$ cat src/rtl/core/swls_pkg.sv
`timescale 1ns / 1ps
// ----------------------------------------------------------------------------
// Sliding window latency statistics package
// Field widths, operation codes and the bucket record that is kept in memory.
// ----------------------------------------------------------------------------
package swls_pkg;

   localparam int unsigned SEC_W       = 32;
   localparam int unsigned LAT_W       = 32;
   localparam int unsigned SPAN_W      = 6;
   localparam int unsigned CALLS_W     = 32;
   localparam int unsigned SUM_W       = 48;
   localparam int unsigned TOT_CALLS_W = 38;
   localparam int unsigned TOT_SUM_W   = 54;

   typedef enum logic {
      OP_RECORD = 1'b0,
      OP_QUERY  = 1'b1
   } op_type;

   typedef struct packed {
      logic [SEC_W-1:0]   stamp;
      logic [CALLS_W-1:0] calls;
      logic [SUM_W-1:0]   sum;
      logic [LAT_W-1:0]   min_us;
      logic [LAT_W-1:0]   max_us;
   } bucket_type;

   localparam logic [CALLS_W-1:0] CALLS_MAX = '1;
   localparam logic [SUM_W-1:0]   SUM_MAX   = '1;

endpackage

$ cat src/rtl/core/swls_mod_reduce.sv
`timescale 1ns / 1ps
// ----------------------------------------------------------------------------
// Second to bucket index reduction
// Two-stage pipeline that reduces a 32-bit second by the bucket count, using a
// reciprocal multiplication followed by one corrective subtraction.
// ----------------------------------------------------------------------------
module swls_mod_reduce #(
   parameter int unsigned NUM_BUCKETS = 60,
   localparam int unsigned IDX_W = $clog2(NUM_BUCKETS)
) (
   input  logic                       clock,
   input  logic                       reset,
   input  logic                       start,
   input  logic [swls_pkg::SEC_W-1:0] value,
   output logic                       done,
   output logic [IDX_W-1:0]           remainder
);

   localparam logic [31:0]    RECIP       = 32'((64'd1 << 32) / NUM_BUCKETS);
   localparam logic [IDX_W:0] BUCKETS_EXT = (IDX_W + 1)'(NUM_BUCKETS);

   logic                       s1_valid_ff, s1_valid_in;
   logic [63:0]                s1_prod_ff, s1_prod_in;
   logic [swls_pkg::SEC_W-1:0] s1_value_ff;
   logic                       s2_valid_ff, s2_valid_in;
   logic [IDX_W:0]             s2_raw_ff, s2_raw_in;
   logic [31:0]                qn_low;
   logic [31:0]                diff;

   // The estimated quotient is never above the true one and at most one
   // below it, so the raw remainder stays under twice the bucket count.
   always_comb begin
      s1_valid_in = start;
      s1_prod_in  = 64'(value) * 64'(RECIP);
      qn_low      = 32'(s1_prod_ff[63:32] * 32'(NUM_BUCKETS));
      diff        = s1_value_ff - qn_low;
      s2_valid_in = s1_valid_ff;
      s2_raw_in   = diff[IDX_W:0];
   end

   always_ff @(posedge clock) begin
      if (reset) begin
         s1_valid_ff <= 1'b0;
         s2_valid_ff <= 1'b0;
      end else begin
         s1_valid_ff <= s1_valid_in;
         s2_valid_ff <= s2_valid_in;
      end
      s1_prod_ff  <= s1_prod_in;
      s1_value_ff <= value;
      s2_raw_ff   <= s2_raw_in;
   end

   assign done      = s2_valid_ff;
   assign remainder = (s2_raw_ff >= BUCKETS_EXT) ? IDX_W'(s2_raw_ff - BUCKETS_EXT)
                                                 : s2_raw_ff[IDX_W-1:0];

endmodule
$ cat config.mk
export PLATFORM = sky130hd
export DESIGN_NAME = swls_mod_reduce
export DESIGN_NICKNAME = d
export VERILOG_FILES = /design/src/rtl/core/swls_pkg.sv /design/src/rtl/core/swls_mod_reduce.sv
export SDC_FILE = /design/constraint.sdc
export NUM_CORES = 1
export LEC_CHECK = 0
export BUFFER_PORTS_ARGS = -buffer_cell sky130_fd_sc_hd__buf_2
export CAP_MARGIN = 20
export CORE_AREA = 3 3 105 107
export DETAILED_ROUTE_END_ITERATION = 16
export DIE_AREA = 0 0 108 110
export PLACE_DENSITY = 0.68
export SLEW_MARGIN = 5
export SYNTH_ARGS = -nofsm -noshare
export SYNTH_HDL_FRONTEND = slang
export SYNTH_SLANG_ARGS = --single-unit
$ cat constraint.sdc
create_clock -name clock -period 13.8 [get_ports clock]
set_clock_uncertainty 0.1 [all_clocks]
set_input_delay 2.76 -clock clock [delete_from_list [all_inputs] [get_ports clock]]
set_output_delay 2.76 -clock clock [all_outputs]
set_load 0.1 [all_outputs]
### Yosys cells after proc, flatten, opt, wreduce, memory -nomap -nowiden

Index checks and enable logic that the tools add are counted.

* bits in registers: 73
* input bits: 35

* add/subtract/negate cells: 2
* multiplexer cells: 1
* magnitude comparators: 1
* multiply operators: 2

Operators by type and width (number)
* 32-bit by 25-bit multiplier with 57-bit output (second input constant): 1
* 27-bit by 4-bit multiplier with 5-bit output (second input constant): 1
* 7-bit by 6-bit >= comparator with 1-bit output (second input constant): 1
* 7-bit subtractor: 1
* 6-bit two-way mux: 1
* 6-bit subtractor (second input constant): 1

### Longest topological paths before layout

Gate-level depths: netlist (run 1).

* depth in word-level cells: 2
* mapped depth: 19

### Worst setup path after synthesis (run 1)

No wires, ideal clock.

* path kind: in2reg
* from: in value[7] (netlist bit)
* to: reg s1_prod_ff[35]
* stages on the path: 16
* path slack: 6.432 ns
* library setup time: 0.115 ns
* data required time: 13.585 ns
* path buffers: 0
* arrival time: 7.153 ns
* cells stage by stage: ha_1 -> inv_1 -> fa_1 -> inv_1 -> fa_1 -> inv_1 -> fa_1 -> fa_1 -> fa_1 -> inv_1 -> ha_1 -> o21a_1 -> o21ai_0 -> o21ai_0 -> or4_1 -> and3_1

* longest elaborated chain between the ends: 1

RTL lines
* start: declaration: line swls_mod_reduce.sv:14 `input logic [swls_pkg::SEC_W-1:0] value,`
* 32-bit by 25-bit multiplier with 57-bit output: line swls_mod_reduce.sv:34 `s1_prod_in = 64'(value) * 64'(RECIP);`
* named net s1_prod_in[35]: line swls_mod_reduce.sv:23 `logic [63:0] s1_prod_ff, s1_prod_in;`
* end signal: assignment: line swls_mod_reduce.sv:49 `s1_prod_ff <= s1_prod_in;`
* end: declaration: line swls_mod_reduce.sv:23

The timed path passes the listed nets, and every way through them passes these cells.
A chain may end at the register's enable or synchronous reset.

### Worst setup path after layout (run 1)

* from: in value[11] (netlist bit)
* to: reg s1_prod_ff[35]

Same word-level chain as after synthesis.

==> qor.txt, run 1 <==
Status = complete, no violations
Die Y = 110 um
Yosys warning count = 0
Remaining global-route overflow = 0
CTS Hold Buffers Added = 0
Sink Count = 21
Via density = 5.09
Worst path required time = 13.86 ns
Clock transition at path regs = 0.08 ns
Remaining DRCs = 0
Layout cell share with drive strength beyond 1 = 9.73%
First-pass GRT wire length = 18900 um
Post-Route WL = 11600 um
Max Slew Vio Count = 0
Tot GR Track Use = 21.1%
Critical Path AT = 7.68 ns
Period utilisation layout = 55.2%
RSZ-0062 raised after global routing = false
TritonRoute pass-1 iters = 4
Synthesized area per cell = 9.76 um2
Vias in the first global route = 3874
Synthesized area = 5090 um2
EDFF count, synth = 0
Die Span X = 108 um
Worst-Skew Late Latency = 0.25 ns
Hpwl dp = 10700 um
CP Class = primary input to flop
RePlAce Congestion = 0.960
Clock H-tree levels = 1
Ports = 42
Ys flop type = dfxtp_1
Crit path time final = 7.62 ns
Starting Density = 49.8%
Startpoint types = primary input
Root Driver = clkbuf_8
Die Area = 11900 um2
Setup Buffers After CTS = 0
Diodes inserted = 0
Initial DRC Count = 129
Initial antenna violation count = 0
Core area = 10200 um2
Final setup fails = 0
Mapped Cells = 522
Yosys cell types = 39
Worst Hold Class = flop to flop
Setup TNS = 0 ns
PostCTS Resize Cnt = 0
DR vias = 3565
Sequential-to-total area share from yosys stat = 8.25%
Fillers = 933
Synth Net Count = 762
Slew HR = 60.6%
Max-Cap Viols = 0
Ys async rst share = 0%
Antenna-violating nets left = 0
Maximum clock frequency = 0.131 GHz
Critical path endpoint category = flop
Area grow syn2layout = 7.98%
NumNets Final = 806
Port Buffer Count = 41
CTS tree = built
CTS Buf Count = 3
Synth Register Bits = 21
Final hold violation count = 0
Worst slew pin tran = 0.586 ns
Standard-cell rows = 37
Max clock buf depth = 2
Drt wl/cell = 16.6 um
Largest net degree at the start of global routing = 13
CP Max Fanout = 5
==> Yosys cell counts, types with 3 or more instances <==
master	instances	area share, %
inv_1	171	13
ha_1	122	30
fa_1	83	33
xnor2_1	24	4.1
dfxtp_1	21	8.3
a21oi_1	16	1.6
o21ai_0	9	0.88
nand2_1	8	0.59
nand3_1	7	0.69
nor2_1	6	0.44
a21o_1	5	0.74
nand4_1	4	0.49
o22ai_1	4	0.49
nand2b_1	3	0.37
nor3_1	3	0.29
o21a_1	3	0.44
==> critical path: stages <==
cell,delay (ns)
buf_2,0.16
ha_1,0.33
inv_1,0.08
fa_1,0.56
inv_1,0.06
fa_1,0.50
inv_1,0.06
fa_1,0.50
fa_1,0.52
fa_1,0.55
inv_1,0.04
ha_1,0.36
o21a_1,0.24
o21ai_0,0.13
o21ai_0,0.18
or4_1,0.49
and3_1,0.17
==> cells in the final DEF (no fill, tap or decap), types with 2 or more instances in the layout <==
cell,instances
fa_1,83
nor2_1,6
clkbuf_8,3
nand4_1,4
nor3_1,3
o22ai_1,4
o21ai_0,9
nand2b_1,3
a21o_1,5
nor2b_1,2
o21ba_2,2
or3_1,2
nand3_1,7
buf_2,41
xor2_1,2
dfxtp_1,21
ha_1,122
a21oi_1,16
xnor2_1,24
a31oi_1,2
o221ai_1,2
nand2_1,8
a211o_1,2
inv_1,171
o21a_1,3
nor4_1,2
or2_2,2
==> cells by family after synthesis <==
group           after synthesis  share of synthesized area [%]
compound gates               54                           7.17
xor+xnor                     26                           4.47
fa+ha+maj                   205                           62.6
buf+inv                     173                           12.9
flops                        21                           8.25
mux                           1                          0.221
simple gates                 42                           4.40
==> worst paths after layout <==
kind	endpoint	slack, ns	start	depth (start not counted)
min	s2_raw_ff[0]	0.23	s1_value_ff[0]	0
max reg2reg	s2_raw_ff[6]	11.07	s1_prod_ff[33]	7
max	s1_prod_ff[35]	6.18	value[11]	17
min reg2reg	s2_raw_ff[0]	0.23	s1_value_ff[0]	0
==> metrics by stage <==
step	hold WS, ns	std cells	utilization, %	worst slack, ns	instance area (um2)
after floorplan	0.210	522	-	6.43	5090
after global placement	0.216	697	53.3	6.02	5450
after detailed placement	0.212	697	53.3	5.89	5450
after CTS	0.229	701	53.8	6.16	5500
after global routing	0.232	701	53.8	5.97	5500
final	0.228	701	53.8	6.18	5500
==> state kept, by name (all words and copies together), names as in the netlist <==
register	count
s2_raw_ff	7
done	1
s1_valid_ff	1
s1_value_ff	7
s1_prod_ff	5
==> cell type report <==
class	instances	area, um2	share of cell area (%)
inverter	171	642	11.7
sequential	21	420	7.64
timing repair buffer	41	205	3.73
tap	136	170	3.09
clock buffer	3	41.3	0.751
multi-input combinational	328	4020	73.0
clock inverter	1	5.00	0.0910
==> routing by layer <==
metal,up-vias,global-route usage [%],part of all wire (%)
met2,106,37.1,49
met1,1729,28.2,43
met4,0,4.33,1.4
li1,1716,-,-
met3,14,2.68,6.1
met5,-,0,0
Power of run 1 is left out: the tool's default activity adds up to more than one toggle a clock period on the data nets, which glitch-free logic cannot reach.
==> run 2: changes to the inputs <==
--- a/config.mk
+++ b/config.mk
@@ -5,12 +5,13 @@
 export SDC_FILE = /design/constraint.sdc
 export NUM_CORES = 1
 export LEC_CHECK = 0
+export ABC_AREA = 1
 export BUFFER_PORTS_ARGS = -buffer_cell sky130_fd_sc_hd__buf_2
 export CAP_MARGIN = 20
-export CORE_AREA = 3 3 105 107
+export CORE_AREA = 3 3 112 114
 export DETAILED_ROUTE_END_ITERATION = 16
-export DIE_AREA = 0 0 108 110
-export PLACE_DENSITY = 0.68
+export DIE_AREA = 0 0 115 117
+export PLACE_DENSITY = 0.7
 export SLEW_MARGIN = 5
 export SYNTH_ARGS = -nofsm -noshare
 export SYNTH_HDL_FRONTEND = slang
==> constraint.sdc (replaced) <==
create_clock -name clock -period 6.8 [get_ports clock]
set_clock_uncertainty 0.1 [all_clocks]
set_input_delay 1.36 -clock clock [delete_from_list [all_inputs] [get_ports clock]]
set_output_delay 1.36 -clock clock [all_outputs]
set_load 0.1 [all_outputs]
==> qor.txt, run 2 <==
Layout cell share with drive strength beyond 1 = 8.19%
HP Start = s1_value_ff[0]
Main combinational cell family by area after synthesis = adder cells
Yosys warning count = 0
Ports = 42
Status = complete, no violations
Complex-gate fraction of the synthesized area = 3.51%
Synth top cells by count = inv_1, nand2_1, ha_1
RSZ-0062 raised after global routing = false
Largest net degree at the start of global routing = 13
First-pass GRT wire length = 21900 um
Clock H-tree levels = 1
Root Driver = clkbuf_16
Critical path endpoint category = flop
Worst path most repeated cell = fa_1
Initial DRC Count = 219
CTS tree = built
Most frequent cells in the layout = inv_1, nand2_1, ha_1, fa_1, buf_2
Remaining global-route overflow = 0
CP Class = primary input to flop
Critical path cell sequence = buf_2, ha_1, inv_1, fa_1, inv_1, fa_1, inv_1, fa_1, fa_1, fa_1, inv_1, ha_1, nand2_1, nor2_2, nand3_1, nor2_1, nand2_1, nand3_1, nand2_1
Crit path time final = 5.74 ns
Worst Hold Class = flop to flop
Ys flop type = dfxtp_1
Slew HR = 67.5%
Setup TNS = 0 ns
Synth Area in Adders = 55.2%
Hold endpoint = s2_raw_ff[0]
Worst reg2reg path depth = 11
CP Max Fanout = 7
Worst path required time = 6.86 ns
CTS Buf Count = 3
Flop2flop setup slack = 3.70 ns
Max incr delay on CP = 0.58 ns
Die Span X = 115 um
Max Slew Vio Count = 0
Diodes inserted = 0
Critical Path AT = 5.80 ns
Fillers = 1129
Antenna-violating nets left = 0
Synth top area share = 28.8%
Yosys cell types = 30
Mux share of post-synthesis cell area = 0.195%
RePlAce Congestion = 0.941
Synth Net Count = 978
Mapped Cells = 738
Post-synthesis simple-gate area fraction = 16.9%
EDFF count, synth = 0
Core area = 11500 um2
Ys async rst share = 0%
Tot GR Track Use = 21.1%
Most common cell in the synthesized netlist = inv_1
PostCTS Resize Cnt = 0
Drt wl/cell = 14.1 um
Top post-synthesis cells by area = fa_1, ha_1, inv_1, nand2_1, dfxtp_1
Startpoint types = primary input
Final setup fails = 0
Standard-cell rows = 39
Remaining DRCs = 0
Die Y = 117 um
NumNets Final = 1022
Vias in the first global route = 4603
Worst-Skew Late Latency = 0.26 ns
Slowest cell on crit path = fa_1
CTS Hold Buffers Added = 0
TritonRoute pass-1 iters = 4
Top flop regs = s1_value_ff x7, s2_raw_ff x7, s1_prod_ff x5
Period utilisation layout = 84.4%
Area grow syn2layout = 7.78%
Storage cell area = 420 um2
Port Buffer Count = 41
Worst slew pin tran = 0.491 ns
Die Area = 13500 um2
Sequential-to-total area share from yosys stat = 7.28%
Hpwl dp = 12100 um
Maximum clock frequency = 0.174 GHz
Setup Buffers After CTS = 0
Synthesized area per cell = 7.82 um2
Post-Synth XOR/XNOR Area = 1.82%
Final hold violation count = 0
Synth Register Bits = 21
Sink Count = 21
Via density = 4.83
Starting Density = 50.1%
Multi-input logic area = 4480 um2
Reg2reg end = s2_raw_ff[6]
Clock transition at path regs = 0.06 ns
DR vias = 4467
Commonest non-fill, non-tap cell in the layout = inv_1
Max clock buf depth = 2
Post-Route WL = 13100 um
R2R Path Start = s1_prod_ff[33]
Initial antenna violation count = 0
Max-Cap Viols = 0
Synthesized area = 5770 um2
Largest area contributor in the netlist = fa_1
Hold path cells = 0
CP startpoint = value[11]
## run 2: per-stage QoR
step	instances	cell area (um2)	worst slack (ns)	hold slack (ns)	util, %
4_1_cts	924	6220	1.08	0.226	54.0
5_1_grt	924	6220	0.796	0.230	54.0
3_3_place_gp	920	6140	0.821	0.215	53.3
6_report	924	6220	1.06	0.225	54.0
3_5_place_dp	920	6140	0.806	0.212	53.3
2_1_floorplan	738	5770	1.27	0.210	-
## run 2: per-layer routing
layer | global-route usage (%) | part of all wire [%]
met3 | 1.75 | 4.5
met5 | 0 | 0
met2 | 36.9 | 48
met1 | 28.9 | 46
met4 | 4.15 | 1.8
## run 2: logic make-up (layout without fill, tap and decap cells)
| kind of cell | after synthesis | in the layout |
|---|---|---|
| AOI/OAI and AO/OA | 36 | 36 |
| xor gates and xnor gates | 12 | 12 |
| adders and majority gates | 205 | 205 |
| buffers and inverters | 230 | 273 |
| DFF | 21 | 21 |
| muxes | 1 | 1 |
| and+or+nand+nor | 233 | 233 |
## run 2: area by class of cell
type / count / share of cell area [%]
Clock inverter: 1 / 0.0805
Inverter: 228 / 13.8
Sequential cell: 21 / 6.76
Multi-Input combinational cell: 487 / 72.0
Tap cell: 143 / 2.88
Timing Repair Buffer: 41 / 3.30
Clock buffer: 3 / 1.21
## run 2: how the worst max path moves through the flow
stage | endpoint | cells past startpoint
4_1_cts | s1_prod_ff[35] | 19
6_report | s1_prod_ff[35] | 19
5_1_grt | s1_prod_ff[36] | 21
3_5_place_dp | s1_prod_ff[32] | 21
3_3_place_gp | s1_prod_ff[35] | 19
2_1_floorplan | s1_prod_ff[35] | 19
## run 2: worst max-delay path, delay by kind of cell
family	cells	cell delay, ns
adders and majority gates	7	3.37
and+or+nand+nor	7	0.72
buffers and inverters	5	0.36
Power of run 2 is left out for the same reason.
